## src/rtl/dhcp_rop_pkg.sv

```systemverilog
// shared types and constants for the dhcp reply option parser
`default_nettype none

package dhcp_rop_pkg;

   localparam int MaxLen     = 512;
   localparam int CountWidth = $clog2(MaxLen + 1);

   localparam int AddrFirst  = 16;
   localparam int AddrLast   = 19;
   localparam int OptStart   = 240;

   localparam logic [7:0] OptPad      = 8'h00;
   localparam logic [7:0] OptEnd      = 8'hFF;
   localparam logic [7:0] OptMsgType  = 8'd53;
   localparam logic [7:0] OptServerId = 8'd54;
   localparam logic [7:0] MsgAck      = 8'd5;
   localparam logic [7:0] LenMsgType  = 8'd1;
   localparam logic [7:0] LenServerId = 8'd4;

   typedef enum logic [1:0] {
      PH_CODE,
      PH_LEN,
      PH_DATA,
      PH_STOP
   } phase_type;

   typedef struct packed {
      logic        too_short;
      logic [31:0] offered_addr;
      logic [7:0]  message_type;
      logic        ack_seen;
      logic [31:0] server_id;
   } result_type;

endpackage

`default_nettype wire

```

## src/rtl/dhcp_rop_parser.sv

```systemverilog
// option walker: per-reply state, option decoding and result formation
`default_nettype none

module dhcp_rop_parser
   import dhcp_rop_pkg::*;
(
   input  wire logic       clock,
   input  wire logic       reset,
   input  wire logic       take,
   input  wire logic [7:0] payload_byte,
   input  wire logic       last_byte,
   output result_type      result,
   output logic            result_valid
);

   logic [CountWidth-1:0] count_ff, count_in;
   phase_type             phase_ff, phase_in;
   logic [7:0]            code_ff, code_in;
   logic [7:0]            left_ff, left_in;
   logic [7:0]            length_ff, length_in;
   logic [31:0]           addr_ff, addr_in;
   logic [31:0]           srv_pend_ff, srv_pend_in;
   logic [31:0]           srv_kept_ff, srv_kept_in;
   logic [7:0]            type_pend_ff, type_pend_in;
   logic [7:0]            type_kept_ff, type_kept_in;
   logic                  ack_ff, ack_in;

   logic                  active;
   logic                  commit;

   always_ff @(posedge clock) begin
      if (reset) begin
         count_ff     <= '0;
         phase_ff     <= PH_CODE;
         code_ff      <= '0;
         left_ff      <= '0;
         length_ff    <= '0;
         addr_ff      <= '0;
         srv_pend_ff  <= '0;
         srv_kept_ff  <= '0;
         type_pend_ff <= '0;
         type_kept_ff <= '0;
         ack_ff       <= 1'b0;
      end else begin
         count_ff     <= count_in;
         phase_ff     <= phase_in;
         code_ff      <= code_in;
         left_ff      <= left_in;
         length_ff    <= length_in;
         addr_ff      <= addr_in;
         srv_pend_ff  <= srv_pend_in;
         srv_kept_ff  <= srv_kept_in;
         type_pend_ff <= type_pend_in;
         type_kept_ff <= type_kept_in;
         ack_ff       <= ack_in;
      end
   end

   always_comb begin
      count_in     = count_ff;
      phase_in     = phase_ff;
      code_in      = code_ff;
      left_in      = left_ff;
      length_in    = length_ff;
      addr_in      = addr_ff;
      srv_pend_in  = srv_pend_ff;
      srv_kept_in  = srv_kept_ff;
      type_pend_in = type_pend_ff;
      type_kept_in = type_kept_ff;
      ack_in       = ack_ff;
      commit       = 1'b0;
      active       = count_ff < CountWidth'(MaxLen);

      if (take && active) begin
         if (count_ff >= CountWidth'(AddrFirst) && count_ff <= CountWidth'(AddrLast)) begin
            addr_in = {addr_ff[23:0], payload_byte};
         end
         if (count_ff >= CountWidth'(OptStart)) begin
            unique case (phase_ff)
               PH_CODE: begin
                  if (payload_byte == OptEnd) begin
                     phase_in = PH_STOP;
                  end else if (payload_byte != OptPad) begin
                     code_in  = payload_byte;
                     phase_in = PH_LEN;
                  end
               end
               PH_LEN: begin
                  length_in    = payload_byte;
                  left_in      = payload_byte;
                  srv_pend_in  = '0;
                  type_pend_in = '0;
                  // zero length completes at once and cannot match either option
                  phase_in     = (payload_byte == 8'd0) ? PH_CODE : PH_DATA;
               end
               PH_DATA: begin
                  if (left_ff == length_ff) begin
                     type_pend_in = payload_byte;
                  end
                  srv_pend_in = {srv_pend_ff[23:0], payload_byte};
                  left_in     = left_ff - 8'd1;
                  if (left_ff == 8'd1) begin
                     commit   = 1'b1;
                     phase_in = PH_CODE;
                  end
               end
               PH_STOP: begin
               end
               default: begin
               end
            endcase
         end
         count_in = count_ff + CountWidth'(1);
      end

      if (commit) begin
         if (code_ff == OptMsgType && length_ff == LenMsgType) begin
            type_kept_in = type_pend_in;
            if (type_pend_in == MsgAck) begin
               ack_in = 1'b1;
            end
         end
         if (code_ff == OptServerId && length_ff == LenServerId) begin
            srv_kept_in = srv_pend_in;
         end
      end

      result_valid = take && last_byte;
      if (count_in < CountWidth'(OptStart)) begin
         result = '{too_short: 1'b1, offered_addr: '0, message_type: '0,
                    ack_seen: 1'b0, server_id: '0};
      end else begin
         result = '{too_short: 1'b0, offered_addr: addr_in, message_type: type_kept_in,
                    ack_seen: ack_in, server_id: srv_kept_in};
      end

      // end of reply: back to the idle state for the next one
      if (result_valid) begin
         count_in     = '0;
         phase_in     = PH_CODE;
         code_in      = '0;
         left_in      = '0;
         length_in    = '0;
         addr_in      = '0;
         srv_pend_in  = '0;
         srv_kept_in  = '0;
         type_pend_in = '0;
         type_kept_in = '0;
         ack_in       = 1'b0;
      end
   end

endmodule

`default_nettype wire

```

## src/rtl/dhcp_reply_option_parser.sv

```systemverilog
// top level: input register, option walker and result register
//
// takes a dhcp reply payload one byte per item, with the final byte marked, and
// gives one result item per reply: the offered address from bytes 16 to 19, the
// last message type and server identifier options found from byte 240 on, an
// ack flag, and a too-short flag for replies under 240 bytes (other fields then
// zero). bytes past the first 512 are ignored. a byte is taken every clock unless the
// input is stalled; the input register feeds the option walker, whose state updates in
// a single pass, and the result lands in the output register once the final byte
// leaves the input register. the result register frees the input side, so a stall on
// the result channel only holds the input when another final byte arrives.
`default_nettype none

module dhcp_reply_option_parser
   import dhcp_rop_pkg::*;
(
   input  wire logic        clock,
   input  wire logic        reset,
   input  wire logic        req_valid,
   output logic             req_stall,
   input  wire logic [7:0]  req_payload_byte,
   input  wire logic        req_last_byte,
   output logic             rsp_valid,
   input  wire logic        rsp_stall,
   output logic             rsp_too_short,
   output logic [31:0]      rsp_offered_addr,
   output logic [7:0]       rsp_message_type,
   output logic             rsp_ack_seen,
   output logic [31:0]      rsp_server_id
);

   logic       in_valid_ff, in_valid_in;
   logic [7:0] in_byte_ff;
   logic       in_last_ff;
   logic       accept;
   logic       advance;

   result_type result;
   logic       result_valid;
   logic       out_valid_ff, out_valid_in;
   result_type out_ff;

   // a non-final byte never needs the result register
   assign advance   = in_valid_ff && (!in_last_ff || !out_valid_ff || !rsp_stall);
   assign req_stall = in_valid_ff && !advance;
   assign accept    = req_valid && !req_stall;

   always_comb begin
      in_valid_in = in_valid_ff;
      if (accept) begin
         in_valid_in = 1'b1;
      end else if (advance) begin
         in_valid_in = 1'b0;
      end
   end

   always_ff @(posedge clock) begin
      if (reset) begin
         in_valid_ff <= 1'b0;
      end else begin
         in_valid_ff <= in_valid_in;
      end
   end

   always_ff @(posedge clock) begin
      if (accept) begin
         in_byte_ff <= req_payload_byte;
         in_last_ff <= req_last_byte;
      end
   end

   dhcp_rop_parser u_parser (
      .clock        (clock),
      .reset        (reset),
      .take         (advance),
      .payload_byte (in_byte_ff),
      .last_byte    (in_last_ff),
      .result       (result),
      .result_valid (result_valid)
   );

   always_comb begin
      out_valid_in = out_valid_ff;
      if (result_valid) begin
         out_valid_in = 1'b1;
      end else if (!rsp_stall) begin
         out_valid_in = 1'b0;
      end
   end

   always_ff @(posedge clock) begin
      if (reset) begin
         out_valid_ff <= 1'b0;
      end else begin
         out_valid_ff <= out_valid_in;
      end
   end

   always_ff @(posedge clock) begin
      if (result_valid) begin
         out_ff <= result;
      end
   end

   assign rsp_valid        = out_valid_ff;
   assign rsp_too_short    = out_ff.too_short;
   assign rsp_offered_addr = out_ff.offered_addr;
   assign rsp_message_type = out_ff.message_type;
   assign rsp_ack_seen     = out_ff.ack_seen;
   assign rsp_server_id    = out_ff.server_id;

endmodule

`default_nettype wire

```

## config.mk

```make
export PLATFORM = sky130hd
export DESIGN_NAME = dhcp_reply_option_parser
export DESIGN_NICKNAME = d
export VERILOG_FILES = /design/src/rtl/dhcp_rop_pkg.sv /design/src/rtl/dhcp_rop_parser.sv /design/src/rtl/dhcp_reply_option_parser.sv
export SDC_FILE = /design/constraint.sdc
export NUM_CORES = 1
export LEC_CHECK = 0
export ABC_AREA = 1
export BUFFER_PORTS_ARGS = -buffer_cell sky130_fd_sc_hd__buf_2
export CORE_ASPECT_RATIO = 1.75
export CORE_UTILIZATION = 29
export DETAILED_ROUTE_END_ITERATION = 8
export GPL_ROUTABILITY_DRIVEN = 1
export PLACE_DENSITY_LB_ADDON = 0.3
export RECOVER_POWER = 100
export SLEW_MARGIN = 20
export SYNTH_ARGS = -nofsm -noshare
export SYNTH_HDL_FRONTEND = slang
export SYNTH_SLANG_ARGS = --single-unit
export TNS_END_PERCENT = 50
```

## constraint.sdc

```tcl
create_clock -name clock -period 4.12 [get_ports clock]
set_clock_uncertainty 0.05 [all_clocks]
set_input_delay 0 -clock clock [delete_from_list [all_inputs] [get_ports clock]]
set_output_delay 0 -clock clock [all_outputs]
set_load 0.01 [all_outputs]
```

Word level (Yosys, flattened, before mapping)
Index checks and enable logic that the tools add are counted.

Reductions and logical operators: 26. Bitwise gates (word level): 1. Equal/unequal tests: 13. Multiplexer cells: 32. $lt $le $gt $ge: 5. Add/sub/neg operators: 2.

Operator list (number): $mux W32 (6); $mux W74 (1); $pmux W32 S2 (1); $mux W8 (5); $pmux W8 S2 (2); $eq A8 B1 Y1 const B (2); $eq A8 B3 Y1 const B (2); $eq A8 B6 Y1 const B (2); $mux W1 (11); $add A10 B1 Y10 const B (1); $ge A10 B5 Y1 const B (1); $ge A10 B8 Y1 const B (1); $le A10 B5 Y1 const B (1); $lt A10 B10 Y1 const B (1); $lt A10 B8 Y1 const B (1); $mux W10 (1); $reduce_and A5 Y1 (2); $eq A8 B8 Y1 (1); $eq A8 B8 Y1 const B (1); $logic_and A1 B1 Y1 (8); $logic_not A8 Y1 (1); $mux W2 (4); $reduce_bool A8 Y1 (1); $sub A8 B1 Y8 const B (1); other kinds (13) (21).

Bits of input ports: 13. Register bits: 234.

Longest topological paths before layout
Gate-level depths: netlist of run 1.

Depth after elaboration: 11. Depth in mapped cells: 14. Mapped depth without buffers: 14.

Hierarchy
From an unflattened synthesis of run 1, not the netlist that was laid out.

Cells, all modules: 1020. Area, all modules: 9320.2 um^2.

Modules (own cells, without submodules): dhcp_rop_parser (times used 1, sequential area each 2982.9 um^2, cells each 925, area an instance 6744.0 um^2); dhcp_reply_option_parser (times used 1, sequential area each 2532.4 um^2, cells each 95, area an instance 2576.2 um^2).

Worst setup path after synthesis of run 1
OpenSTA, ideal clock, no wires.

Path type: reg2reg. Start point: register in_last_ff. End point: register out_ff (netlist bit rsp_ack_seen), enable pin. Buffers on the path: 0. Arrival time: 2.134 ns. Slack: 1.507 ns. Stages on the path, launching flop included: 6. Setup time: 0.429 ns. Data required time: 3.641 ns. Cells stage by stage: edfxtp_1 nand3_2 nand2_2 inv_1 nand2_1 inv_1.

Longest elaborated chain between the ends: 5.

Ends and longest elaborated chain: start, declared (RTL line dhcp_reply_option_parser.sv:34) `logic in_last_ff;`; start signal, assigned (RTL line dhcp_reply_option_parser.sv:68) `in_last_ff <= req_last_byte;`; $logic_not A1 Y1 (RTL line dhcp_reply_option_parser.sv:44) `assign advance = in_valid_ff && (!in_last_ff || !out_valid_ff || !rsp_stall);`; $logic_or A1 B1 Y1 (2 in series) (RTL line dhcp_reply_option_parser.sv:44); $logic_and A1 B1 Y1 (RTL line dhcp_reply_option_parser.sv:44); $logic_and A1 B1 Y1 * (RTL line dhcp_rop_parser.sv:128) `result_valid = take && last_byte;`; end signal, assigned (RTL line dhcp_reply_option_parser.sv:101) `out_ff <= result;`; end, declared (RTL line dhcp_reply_option_parser.sv:41) `result_type out_ff;`.

Mark *: on every way between the ends. The rest lies on a longest branch, timed or not. A chain may end at the register's enable or synchronous reset.

Worst setup path in the final report of run 1
Start point: register out_valid_ff (netlist: rsp_valid). End point: register out_ff (netlist bit rsp_offered_addr[7]) (data pin).

Longest elaborated chain between the ends: 7.

Ends and longest elaborated chain: start, declared (RTL line dhcp_reply_option_parser.sv:40) `logic out_valid_ff, out_valid_in;`; start signal, assigned (RTL line dhcp_reply_option_parser.sv:95) `out_valid_ff <= out_valid_in;`; $logic_not A1 Y1 * (RTL line dhcp_reply_option_parser.sv:44); $logic_or A1 B1 Y1 * (2 in series) (RTL line dhcp_reply_option_parser.sv:44); $logic_and A1 B1 Y1 * (RTL line dhcp_reply_option_parser.sv:44); $logic_and A1 B1 Y1 * (RTL line dhcp_rop_parser.sv:74) `if (take && active) begin`; $mux W10 (RTL line dhcp_rop_parser.sv:74); $lt A10 B8 Y1 (RTL line dhcp_rop_parser.sv:129) `if (count_in < CountWidth'(OptStart)) begin`.

Marks and branches as above.

==> insert_results.sql, run 1 <==
INSERT INTO impl_metrics (metric_group, metric, value, unit) VALUES
('run_status', 'run_status', 'finished with violations', ''),
('run_status', 'violations', 'capacitance limit, slew limit', ''),
('yosys', 'avgSynthCellArea', '9.33', 'µm²'),
('critical_path', 'worst_path_most_repeated_cell', 'sky130_fd_sc_hd__nor2_1', ''),
('sta', 'peak_clock_frequency_supported_by_timing', '0.303', 'GHz'),
('placement', 'placement.cell_area', '0.00996', 'mm²'),
('routing', 'post_drt_via_cell_ratio', '4.50', ''),
('routing', 'ant_nets', '0', ''),
('floorplan', 'die_height', '238', 'µm'),
('cts', 'cts.clk_slew.worst_paths', '70', 'ps'),
('routing', 'post-route-drc-count', '0', ''),
('critical_path', 'critPathMaxStageDelay', '1640', 'ps'),
('cts', 'max-clock-path-buffers', '3', ''),
('grt', 'grt_first_pass_wirelength', '32900', 'µm'),
('yosys', 'synth_top_area_cell', 'sky130_fd_sc_hd__dfxtp_1', ''),
('finish', 'final_core_util', '34.2', '%'),
('run', 'maxCapViolations', '2', ''),
('finish', 'layout.nets', '1097', ''),
('yosys', 'syn_area', '0.00922', 'mm²'),
('sta', 'min_period_over_period', '80.2', '%'),
('routing', 'detail_route.first_pass.iterations', '6', ''),
('floorplan', 'dieWidth', '137', 'µm'),
('finish', 'layout-area-overhead-vs-synth', '16.5', '%'),
('yosys', 'synth.distinct_cells', '39', ''),
('sta', 'rsz0062_at_grt', 'false', ''),
('critical_path', 'start_kind', 'flop', ''),
('finish', 'fin_cells', '1489', ''),
('critical_path', 'slowest_cp_cell', 'sky130_fd_sc_hd__clkbuf_1', ''),
('sta', 'slew_violations', '107', ''),
('floorplan', 'placeableCoreArea', '0.0314', 'mm²'),
('critical_path', 'path_cells', 'nand3_1, nand2_1, nor2_1, nand4_1, clkbuf_1, mux2i_1, nor2_1', ''),
('cts', 'clk-insertion-delay-late', '510', 'ps'),
('finish', 'final_layout_size_suffix_gt1_share', '5.22', '%'),
('grt', 'globalRouteOverflowTotal', '0', ''),
('floorplan', 'floorplan.die_area', '0.0325', 'mm²'),
('yosys', 'yosys_warnings', '0', ''),
('placement', 'dp_cells', '1434', ''),
('yosys', 'synthCells', '989', ''),
('routing', 'num_vias', '6705', ''),
('cts', 'clock_tree.root_cell', 'sky130_fd_sc_hd__clkbuf_16', ''),
('cts', 'cts.htree.levels', '1', ''),
('yosys', 'synthesis.nets', '1010', ''),
('finish', 'multi_input_area', '0.00308', 'mm²'),
('hold_path', 'worst_hold_path_type', 'input port to flop', ''),
('sta', 'worst-slew-pin-transition', '2320', 'ps'),
('sta', 'hold_viol_final', '0', ''),
('finish', 'reg_area', '0.00552', 'mm²'),
('routing', 'drtIter0Drc', '358', ''),
('routing', 'detail_route.wirelength', '20400', 'µm'),
('sta', 'timing.hold.ws', '173', 'ps'),
('grt', 'grt_pass1_vias', '6415', ''),
('power', 'vdd_drop_max', '306', 'µV'),
('floorplan', 'placementRows', '86', ''),
('placement', 'minimum_setup_slack_after_placement', '1260', 'ps'),
('yosys', 'count_of_flip_flops_with_a_built_in_enable_after_synthesis', '83', ''),
('cts', 'tritoncts', 'done', ''),
('power', 'leakage', '4.15', 'nW'),
('critical_path', 'worst_path_max_fanout', '32', ''),
('yosys', 'seq_area_frac_synth', '59.8', '%'),
('critical_path', 'worstSetupEndpointType', 'flop', ''),
('power', 'p_total', '4.85', 'mW'),
('critical_path', 'worst-setup-path-type', 'flop to flop', ''),
('cts', 'clock_sink_count', '234', ''),
('critical_path', 'cp_data_required_time', '4320', 'ps'),
('grt', 'grt_start_max_net_pins', '74', ''),
('grt', 'grt.total_usage', '12.8', '%'),
('sta', 'fin_tns_setup', '0', 'ps'),
('placement', 'globalplace.congestion', '0.836', ''),
('sta', 'layout_setup_ws', '816', 'ps'),
('yosys', 'synth-async-reset-ratio', '0', '%'),
('power', 'cellPowerDensity', '452', 'mW/mm²');
## what timing repair did
action	CTS	global route
gates resized for setup	0	0
hold buffers	13	0
hold endpoints to repair	21	0
setup buffers	0	0
## cell usage after synthesis (2+ instances only)
master and number:
sky130_fd_sc_hd__o21ai_1 24, sky130_fd_sc_hd__buf_6 12, sky130_fd_sc_hd__a31oi_1 3, sky130_fd_sc_hd__nor3_1 5, sky130_fd_sc_hd__clkbuf_1 19, sky130_fd_sc_hd__nand3_1 11, sky130_fd_sc_hd__o21ai_2 10, sky130_fd_sc_hd__nand4_1 8
sky130_fd_sc_hd__dfxtp_1 151, sky130_fd_sc_hd__nor4_1 5, sky130_fd_sc_hd__nor3_2 2, sky130_fd_sc_hd__nand3_2 2, sky130_fd_sc_hd__o211ai_1 2, sky130_fd_sc_hd__mux2i_1 32, sky130_fd_sc_hd__nand2_1 167, sky130_fd_sc_hd__xnor2_1 4
sky130_fd_sc_hd__a21oi_1 32, sky130_fd_sc_hd__edfxtp_1 83, sky130_fd_sc_hd__xor2_1 7, sky130_fd_sc_hd__nor2_8 2, sky130_fd_sc_hd__buf_4 3, sky130_fd_sc_hd__nor2_2 4, sky130_fd_sc_hd__nor2_4 3, sky130_fd_sc_hd__o21ai_0 66
sky130_fd_sc_hd__a211oi_1 5, sky130_fd_sc_hd__o21a_1 2, sky130_fd_sc_hd__buf_2 7, sky130_fd_sc_hd__buf_1 6, sky130_fd_sc_hd__ha_1 8, sky130_fd_sc_hd__o21bai_1 6, sky130_fd_sc_hd__nor2_1 222, sky130_fd_sc_hd__inv_1 69
## cells in the final DEF (no fill, tap or decap), drive strengths merged
master / count
a211oi: 5
o211ai: 2
o21ai: 100
buf: 8
or2: 1
mux2i: 32
nor3: 7
clkbuf: 115
clkinv: 7
nand3: 14
dfxtp: 151
xnor2: 4
ha: 8
a31oi: 3
inv: 70
xor2: 7
nand2: 168
nor4: 5
o21bai: 6
nand4: 8
clkinvlp: 3
nor2: 231
a311oi: 1
dlygate4sd3: 13
a21oi: 33
o21a: 2
bufinv: 6
edfxtp: 83
## cell type report
type                            instances  share of cell area, %
Clock buffer                           27                   5.79
Inverter                               71                   2.49
Tap cell                              396                   4.61
Sequential cell                       234                   51.3
Clock inverter                         15                   2.15
Multi-Input combinational cell        637                   28.7
Timing Repair Buffer                  109                   4.89
## cell families after synthesis
logic type      count (synthesis)  synth area share [%]
mux                            32                  3.47
compound gates                152                  9.18
flops                         234                  59.8
fa+ha+maj                       8                  1.09
buf+inv                       118                  6.00
xor+xnor                       11                  1.04
simple gates                  434                  19.4
## final timing paths
| path | startpoint | endpoint | slack, ps | cells past startpoint |
|---|---|---|---|---|
| worst max-delay path | rsp_valid | rsp_offered_addr[7] | 820 | 7 |
| worst min-delay path | req_payload_byte[3] | in_byte_ff[3] | 170 | 2 |
| worst max register to register | rsp_valid | rsp_offered_addr[7] | 820 | 7 |
| worst min register to register | u_parser.code_ff[2] | u_parser.code_ff[2] | 410 | 2 |
## metal layers
layer	global-route usage (%)	vias to the layer above	share of wire, %
li1	-	3395	-
met4	4.63	0	2.8
met1	15.1	3159	42
met3	1.38	38	2.9
met5	0	-	0
met2	23.3	113	52
## critical path: cells and delay by family (launching register included)
family	cells	cell delay, ps
buf+inv	1	1640
flops	1	380
mux	1	410
simple gates	5	530
## where the power goes
part           switching (mW)  internal [mW]
combinational          0.0678         0.0221
sequential             0.0154           2.40
clock                   0.888           1.46
## flip-flops by register name, indices dropped and copies added, names as in the netlist, 10 cells and up
| register | flops |
|---|---|
| rsp_offered_addr | 32 |
| u_parser.addr_ff | 32 |
| u_parser.srv_kept_ff | 32 |
| u_parser.srv_pend_ff | 32 |
| rsp_server_id | 32 |
| u_parser.count_ff | 10 |
(Power assumes the default switching activity.)
==> run 2: changes to the inputs <==
--- a/config.mk
+++ b/config.mk
@@ -5,7 +5,7 @@
 export SDC_FILE = /design/constraint.sdc
 export NUM_CORES = 1
 export LEC_CHECK = 0
-export ABC_AREA = 1
+export ABC_AREA = 0
 export BUFFER_PORTS_ARGS = -buffer_cell sky130_fd_sc_hd__buf_2
 export CORE_ASPECT_RATIO = 1.75
 export CORE_UTILIZATION = 29
==> constraint.sdc (replaced) <==
create_clock -name clock -period 2.6 [get_ports clock]
set_clock_uncertainty 0.05 [all_clocks]
set_input_delay 0 -clock clock [delete_from_list [all_inputs] [get_ports clock]]
set_output_delay 0 -clock clock [all_outputs]
set_load 0.01 [all_outputs]
==> insert_results.sql, run 2 <==
INSERT INTO impl_metrics (metric_group, metric, value, unit) VALUES
('finish', 'fin_cells', '1402', ''),
('yosys', 'yosys_most_used_dff', 'sky130_fd_sc_hd__dfxtp_1', ''),
('floorplan', 'start_util', '29.4', '%'),
('sta', 'worst-slew-pin-transition', '1120', 'ps'),
('power', 'cellPowerDensity', '655', 'mW/mm²'),
('placement', 'dp_cells', '1345', ''),
('yosys', 'syn_area', '0.00901', 'mm²'),
('finish', 'layout-area-overhead-vs-synth', '21.2', '%'),
('finish', 'layout.nets', '1016', ''),
('yosys', 'synth_seq_cells', '234', ''),
('routing', 'detail_route.first_pass.iterations', '6', ''),
('sta', 'finalCriticalPeriod', '2470', 'ps'),
('run_status', 'run_status', 'completed', ''),
('yosys', 'synthesis.nets', '902', ''),
('yosys', 'yosys_warnings', '0', ''),
('cts', 'cts.htree.levels', '1', ''),
('finish', 'reg_area', '0.00552', 'mm²'),
('sta', 'slew_violations', '0', ''),
('grt', 'grt.total_usage', '13.7', '%'),
('critical_path', 'r2r-end', 'rsp_server_id[6]', ''),
('grt', 'grt_first_pass_wirelength', '34200', 'µm'),
('finish', 'mostFrequentLayoutCells', '224 x sky130_fd_sc_hd__nor2_1, 150 x sky130_fd_sc_hd__dfxtp_1, 83 x sky130_fd_sc_hd__edfxtp_1', ''),
('cts', 'clock_tree.root_cell', 'sky130_fd_sc_hd__clkbuf_16', ''),
('yosys', 'synth_top_cells_by_area', 'sky130_fd_sc_hd__dfxtp_1 34%, sky130_fd_sc_hd__edfxtp_1 28%, sky130_fd_sc_hd__nor2_1 9.3%', ''),
('yosys', 'synthCells', '881', ''),
('finish', 'insertedDiodeCount', '0', ''),
('sta', 'hold_viol_final', '0', ''),
('run', 'maxCapViolations', '0', ''),
('floorplan', 'floorplan.die_area', '0.0318', 'mm²'),
('power', 'vdd_drop_max', '427', 'µV'),
('routing', 'post_drt_via_cell_ratio', '4.65', ''),
('sta', 'fin_tns_setup', '0', 'ps'),
('critical_path', 'start_kind', 'flop', ''),
('hold_path', 'hold_path.startpoint', 'rsp_stall', ''),
('floorplan', 'die_height', '235', 'µm'),
('yosys', 'seq_area_frac_synth', '61.2', '%'),
('critical_path', 'worst_path_max_fanout', '14', ''),
('sta', 'relSlewSlack', '25.6', '%'),
('grt', 'globalRouteOverflowTotal', '0', ''),
('yosys', 'synth_largest_type_area_fraction', '33.5', '%'),
('cts', 'cts-buffers-inserted', '22', ''),
('yosys', 'synth_top_area_cell', 'sky130_fd_sc_hd__dfxtp_1', ''),
('finish', 'multi_input_area', '0.00326', 'mm²'),
('grt', 'grt_start_max_net_pins', '75', ''),
('floorplan', 'placementRows', '85', ''),
('sta', 'rsz0062_at_grt', 'true', ''),
('cts', 'clock_sink_count', '234', ''),
('routing', 'num_vias', '6520', ''),
('finish', 'commonest_non_fill_non_tap_cell_in_the_layout', 'sky130_fd_sc_hd__nor2_1', ''),
('cts', 'tritoncts', 'done', ''),
('cts', 'clk-insertion-delay-late', '510', 'ps'),
('critical_path', 'worstSetupEndpointType', 'flop', ''),
('routing', 'drtIter0Drc', '387', ''),
('critical_path', 'ff2ff_path_depth', '10', ''),
('yosys', 'count_of_flip_flops_with_a_built_in_enable_after_synthesis', '83', ''),
('yosys', 'synth-async-reset-ratio', '0', '%'),
('floorplan', 'placeableCoreArea', '0.0306', 'mm²'),
('power', 'p_total', '7.15', 'mW'),
('hold_path', 'worst_hold_path.num_cells', '5', ''),
('floorplan', 'io_pins', '89', ''),
('placement', 'globalplace.congestion', '0.791', ''),
('routing', 'post-route-drc-count', '0', ''),
('power', 'leakage', '4.01', 'nW'),
('cts', 'cts.clk_slew.worst_paths', '70', 'ps'),
('routing', 'avgRoutedWirePerCell', '15.9', 'µm'),
('sta', 'min_period_over_period', '94.9', '%'),
('critical_path', 'cp_data_required_time', '2810', 'ps'),
('critical_path', 'timing.rr.start', 'u_parser.phase_ff[0]', ''),
('hold_path', 'worst_hold_path_type', 'input port to flop', ''),
('sta', 'setup_viol', '0', ''),
('finish', 'final_layout_size_suffix_gt1_share', '11.0', '%'),
('routing', 'detail_route.wirelength', '22300', 'µm'),
('yosys', 'synth_top_cells_by_count', '224 x sky130_fd_sc_hd__nor2_1, 151 x sky130_fd_sc_hd__dfxtp_1, 83 x sky130_fd_sc_hd__edfxtp_1', ''),
('yosys', 'avgSynthCellArea', '10.2', 'µm²'),
('yosys', 'synth.distinct_cells', '56', ''),
('placement', 'port_buffers', '88', ''),
('yosys', 'leading_cell_type_by_number_of_instances_after_synthesis', 'sky130_fd_sc_hd__nor2_1', ''),
('grt', 'antenna_violations_before_repair', '0', ''),
('critical_path', 'worst-setup-path-type', 'flop to flop', ''),
('placement', 'dp_hpwl', '14900', 'µm'),
('floorplan', 'dieWidth', '135', 'µm'),
('hold_path', 'hold_path_end', 'in_valid_ff', ''),
('routing', 'ant_nets', '0', ''),
('finish', 'nFillCells', '3162', ''),
('grt', 'grt_pass1_vias', '6247', ''),
('critical_path', 'r2r_setup_slack', '130', 'ps'),
('sta', 'peak_clock_frequency_supported_by_timing', '0.405', 'GHz'),
('cts', 'max-clock-path-buffers', '3', ''),
('critical_path', 'worstPathArrival', '2680', 'ps');
## run 2: cell count changes in the layout (fill, tap and decap cells not counted), sizes merged, moves of 7 or more
cell | previous run | this run
buf | 8 | 43
mux2i | 32 | 56
and3 | 0 | 33
nor2 | 231 | 224
a21oi | 33 | 43
o21ai | 100 | 40
nand2 | 168 | 63
and2 | 0 | 7
nor2b | 0 | 8
inv | 70 | 13
## run 2: critical path, stage by stage (launching register included)
cell and delay [ps]:
sky130_fd_sc_hd__dfxtp_1 340, sky130_fd_sc_hd__inv_1 70, sky130_fd_sc_hd__ha_1 330, sky130_fd_sc_hd__and3b_1 190, sky130_fd_sc_hd__and3_2 240, sky130_fd_sc_hd__clkbuf_4 210
sky130_fd_sc_hd__and3_1 250, sky130_fd_sc_hd__a21oi_1 280, sky130_fd_sc_hd__nand2_1 90, sky130_fd_sc_hd__o21ai_0 110, sky130_fd_sc_hd__nor2_1 60
## run 2: cell type report
type                            count  area share [%]
Inverter                           13           0.447
Sequential cell                   234            50.5
Timing Repair Buffer              143            8.12
Clock inverter                     12           0.584
Multi-Input combinational cell    581            29.9
Tap cell                          391            4.48
Clock buffer                       28            6.01
## run 2: worst max-delay path by stage
stage | start | end | slack, ps | cells past startpoint
after floorplan | u_parser.phase_ff[0] | rsp_ack_seen | 70 | 11
after global placement | u_parser.left_ff[7] | rsp_ack_seen | -60 | 10
after detailed placement | u_parser.left_ff[7] | rsp_ack_seen | -80 | 10
after CTS | u_parser.left_ff[1] | rsp_server_id[13] | 10 | 10
after global routing | in_last_ff | rsp_offered_addr[21] | -10 | 9
final | u_parser.phase_ff[0] | rsp_server_id[6] | 130 | 10
## run 2: routing by layer
metal	vias up	wire (µm)	GRT usage, %
li1	3244	-	-
met1	3138	9090	15.9
met2	107	12000	25.3
met3	31	661	1.46
met4	0	564	5.24
met5	-	0	0
## run 2: timing repair
action	4_1_cts	5_1_grt
hold buffers	12	0
resized for setup	1	12
gates cloned	0	3
hold endpoints to repair	20	0
setup buffers	0	2
endpoints found under the setup margin	1	48
pin swaps	0	3
## run 2: cells by family (layout without fill, tap and decap cells)
group / after synthesis / count (layout) / synth area share [%]
xor+xnor: 16 / 16 / 1.55
compound gates: 112 / 112 / 7.23
fa+ha+maj: 8 / 8 / 1.11
flops: 234 / 234 / 61.2
simple gates: 388 / 388 / 19.7
mux: 57 / 57 / 6.34
buf+inv: 66 / 196 / 2.89
## run 2: report_power, final
part | switching, mW | internal [mW] | leakage, nW | total, mW
clock network | 1.40 | 1.79 | 0.362 | 3.19
registers | 0.0278 | 3.80 | 2.13 | 3.82
logic | 0.0977 | 0.0424 | 1.52 | 0.140
## run 2: through the flow
stage | utilization (%) | worst slack, ps | hold slack (ps) | instance area, µm²
6_report | 35.7 | 132 | 59.7 | 10900
5_1_grt | 35.7 | -9.94 | 80.6 | 10900
4_1_cts | 35.8 | 10.2 | 37.6 | 11000
3_5_place_dp | 33.1 | -80.7 | 128 | 10100
3_3_place_gp | 33.1 | -56.9 | 130 | 10100
2_1_floorplan | - | 70.2 | 22.4 | 9020
==> run 3: changes to the inputs <==
--- a/config.mk
+++ b/config.mk
@@ -8,11 +8,14 @@
 export ABC_AREA = 0
 export BUFFER_PORTS_ARGS = -buffer_cell sky130_fd_sc_hd__buf_2
 export CORE_ASPECT_RATIO = 1.75
+export CORE_MARGIN = 10
 export CORE_UTILIZATION = 29
 export DETAILED_ROUTE_END_ITERATION = 8
 export GPL_ROUTABILITY_DRIVEN = 1
+export MAX_ROUTING_LAYER = met4
 export PLACE_DENSITY_LB_ADDON = 0.3
 export RECOVER_POWER = 100
+export SETUP_SLACK_MARGIN = 0.4
 export SLEW_MARGIN = 20
 export SYNTH_ARGS = -nofsm -noshare
 export SYNTH_HDL_FRONTEND = slang
==> insert_results.sql, run 3 (synthesized netlist as in run 2, its figures left out) <==
INSERT INTO impl_metrics (metric_group, metric, value, unit) VALUES
('floorplan', 'placementRows', '85', ''),
('sta', 'peak_clock_frequency_supported_by_timing', '0.396', 'GHz'),
('power', 'cellPowerDensity', '597', 'mW/mm²'),
('placement', 'dp_hpwl', '15600', 'µm'),
('grt', 'global_route.usage.met1', '12.7', '%'),
('sta', 'hold_viol_final', '0', ''),
('finish', 'mostFrequentLayoutCells', '197 x sky130_fd_sc_hd__nor2_1, 146 x sky130_fd_sc_hd__dfxtp_1, 83 x sky130_fd_sc_hd__clkbuf_1, 83 x sky130_fd_sc_hd__edfxtp_1, 49 x sky130_fd_sc_hd__buf_4', ''),
('grt', 'met3_usage', '1.66', '%'),
('cts', 'cts.htree.levels', '1', ''),
('routing', 'detail_route.first_pass.iterations', '6', ''),
('critical_path', 'start_kind', 'flop', ''),
('critical_path', 'worst_path_max_fanout', '7', ''),
('sta', 'slew_violations', '0', ''),
('placement', 'minimum_setup_slack_after_placement', '58.6', 'ps'),
('floorplan', 'start_util', '29.3', '%'),
('finish', 'final_layout_size_suffix_gt1_share', '27.2', '%'),
('routing', 'avgRoutedWirePerCell', '17.3', 'µm'),
('power', 'total_switching_power', '1.62', 'mW'),
('grt', 'grt_first_pass_wirelength', '38400', 'µm'),
('routing', 'post-route-drc-count', '0', ''),
('power', 'power.switching_fraction', '21.5', '%'),
('finish', 'layout-area-overhead-vs-synth', '39.7', '%'),
('grt', 'antenna_violations_before_repair', '0', ''),
('power', 'seq_power_share', '50.8', '%'),
('cts', 'clk-insertion-delay-late', '540', 'ps'),
('routing', 'drtIter0Drc', '368', ''),
('floorplan', 'die_height', '253', 'µm'),
('grt', 'grt.total_usage', '12.5', '%'),
('power', 'proportion_of_power_drawn_by_the_clock_network', '47.2', '%'),
('power', 'share_comb_of_total_power', '2.0', '%'),
('grt', 'grt_busiest_layer', 'met2', ''),
('power', 'vdd_drop_max', '498', 'µV'),
('grt', 'grt_pass1_vias', '6985', ''),
('cts', 'cts-buffers-inserted', '23', ''),
('cts', 'max-clock-path-buffers', '3', ''),
('grt', 'grt_start_max_net_pins', '75', ''),
('sta', 'layout_setup_ws', '77.1', 'ps'),
('floorplan', 'io_pins', '89', ''),
('critical_path', 'ff2ff_path_depth', '13', ''),
('critical_path', 'worst-setup-path-type', 'flop to flop', ''),
('placement', 'globalplace.congestion', '0.837', ''),
('cts', 'clock_tree.root_cell', 'sky130_fd_sc_hd__clkbuf_16', ''),
('critical_path', 'critical_path.startpoint', 'u_parser.left_ff[1]', ''),
('power', 'power.internal', '5.90', 'mW'),
('finish', 'insertedDiodeCount', '0', ''),
('sta', 'min_period_over_period', '97.0', '%'),
('routing', 'ant_nets', '0', ''),
('placement', 'port_buffers', '88', ''),
('sta', 'worst-slew-pin-transition', '1110', 'ps'),
('critical_path', 'worst_setup_path_endpoint', 'u_parser.srv_kept_ff[19]', ''),
('finish', 'commonest_non_fill_non_tap_cell_in_the_layout', 'sky130_fd_sc_hd__nor2_1', ''),
('critical_path', 'r2r_setup_slack', '80', 'ps'),
('sta', 'finalCriticalPeriod', '2520', 'ps'),
('run', 'maxCapViolations', '0', ''),
('sta', 'fin_tns_setup', '0', 'ps'),
('critical_path', 'worstSetupEndpointType', 'flop', ''),
('power', 'leakage', '4.61', 'nW'),
('critical_path', 'timing.rr.start', 'u_parser.left_ff[1]', ''),
('cts', 'cts.clk_slew.worst_paths', '70', 'ps'),
('grt', 'globalRouteOverflowTotal', '0', ''),
('floorplan', 'placeableCoreArea', '0.0307', 'mm²'),
('sta', 'rsz0062_at_grt', 'true', ''),
('finish', 'nFillCells', '2960', ''),
('sta', 'setup_viol', '0', ''),
('routing', 'detail_route.wirelength', '25500', 'µm'),
('critical_path', 'cp_data_required_time', '3010', 'ps'),
('critical_path', 'worstPathArrival', '2930', 'ps'),
('critical_path', 'r2r-end', 'u_parser.srv_kept_ff[19]', ''),
('routing', 'post_drt_via_cell_ratio', '4.73', ''),
('cts', 'tritoncts', 'done', ''),
('grt', 'grtUsageMet2', '23.1', '%'),
('cts', 'clock_sink_count', '234', ''),
('run_status', 'run_status', 'completed', ''),
('floorplan', 'floorplan.die_area', '0.0388', 'mm²'),
('floorplan', 'dieWidth', '153', 'µm'),
('sta', 'relSlewSlack', '26.0', '%'),
('routing', 'num_vias', '6963', ''),
('finish', 'layout.nets', '1084', ''),
('hold_path', 'worst_hold_path_type', 'input port to flop', '');
-- run 3: changes by cell type in the layout (fill, tap and decap cells not counted), moves of 24 or more --
cell	previous run	this run
sky130_fd_sc_hd__o21ai_0	32	8
sky130_fd_sc_hd__buf_4	25	49
sky130_fd_sc_hd__nor2_1	224	197
sky130_fd_sc_hd__buf_6	0	30
sky130_fd_sc_hd__nand2_1	63	33
-- run 3: final cells by class --
cell class	count	area, µm²	share of cell area [%]
timing repair buffer	210	1690	13.4
clock inverter	15	209	1.66
sequential	234	5520	43.9
clock buffer	27	591	4.69
tap	391	489	3.89
multi-input combinational	581	4040	32.1
inverter	13	48.8	0.388
-- run 3: worst min path at each step --
stage                         from             to  slack, ps  cells after the start
2_1_floorplan                reset    in_valid_ff         20                      1
4_1_cts        req_payload_byte[1]  in_byte_ff[1]        120                      2
5_1_grt        req_payload_byte[2]  in_byte_ff[2]        130                      2
3_3_place_gp   req_payload_byte[2]  in_byte_ff[2]        130                      1
3_5_place_dp         req_last_byte     in_last_ff        130                      1
6_report       req_payload_byte[0]  in_byte_ff[0]        140                      2
-- run 3: layer usage --
layer / share of wire [%] / vias to the layer above
met2: 55 / 142
met1: 38 / 3383
li1: - / 3380
met3: 3.3 / 58
met4: 4.0 / 0
met5: 0 / -
-- run 3: worst max-delay path: stages (launching register included) --
cell and delay [ps]:
sky130_fd_sc_hd__dfxtp_1 320, sky130_fd_sc_hd__inv_2 80, sky130_fd_sc_hd__ha_4 130, sky130_fd_sc_hd__nor4b_4 210
sky130_fd_sc_hd__nand2_2 110, sky130_fd_sc_hd__or4_4 530, sky130_fd_sc_hd__nor4_4 170, sky130_fd_sc_hd__buf_4 160
sky130_fd_sc_hd__buf_12 150, sky130_fd_sc_hd__buf_8 130, sky130_fd_sc_hd__buf_16 150, sky130_fd_sc_hd__o21ai_4 60
sky130_fd_sc_hd__buf_4 120, sky130_fd_sc_hd__nor2_1 70
-- run 3: power groups by stage --
stage / Clock [mW] / Combinational [mW] / Sequential, mW
floorplan: 0 / 0.0796 / 3.89
global placement: 0 / 0.142 / 3.90
detailed placement: 0 / 0.142 / 3.90
CTS: 3.63 / 0.160 / 3.82
global route: 3.77 / 0.166 / 3.82
finish: 3.55 / 0.150 / 3.82
-- run 3: timing repair --
action / in CTS / in global routing
pin swaps: 29 / 33
setup buffers: 45 / 13
gates resized for setup: 103 / 137
endpoints found under the hold margin: 40 / 0
hold buffers: 13 / 0
setup endpoints to repair: 113 / 128
gates cloned: 5 / 3
-- run 3: through the flow --
step | power (mW) | std cells | util, % | cell area [µm²] | hold slack, ps
2_1_floorplan | 3.97 | 881 | - | 9100 | 22.4
3_3_place_gp | 4.04 | 1350 | 33.1 | 10200 | 129
3_5_place_dp | 4.04 | 1350 | 33.1 | 10200 | 129
4_1_cts | 7.61 | 1455 | 39.0 | 12000 | 118
5_1_grt | 7.76 | 1471 | 41.0 | 12600 | 135
6_report | 7.52 | 1471 | 41.0 | 12600 | 137
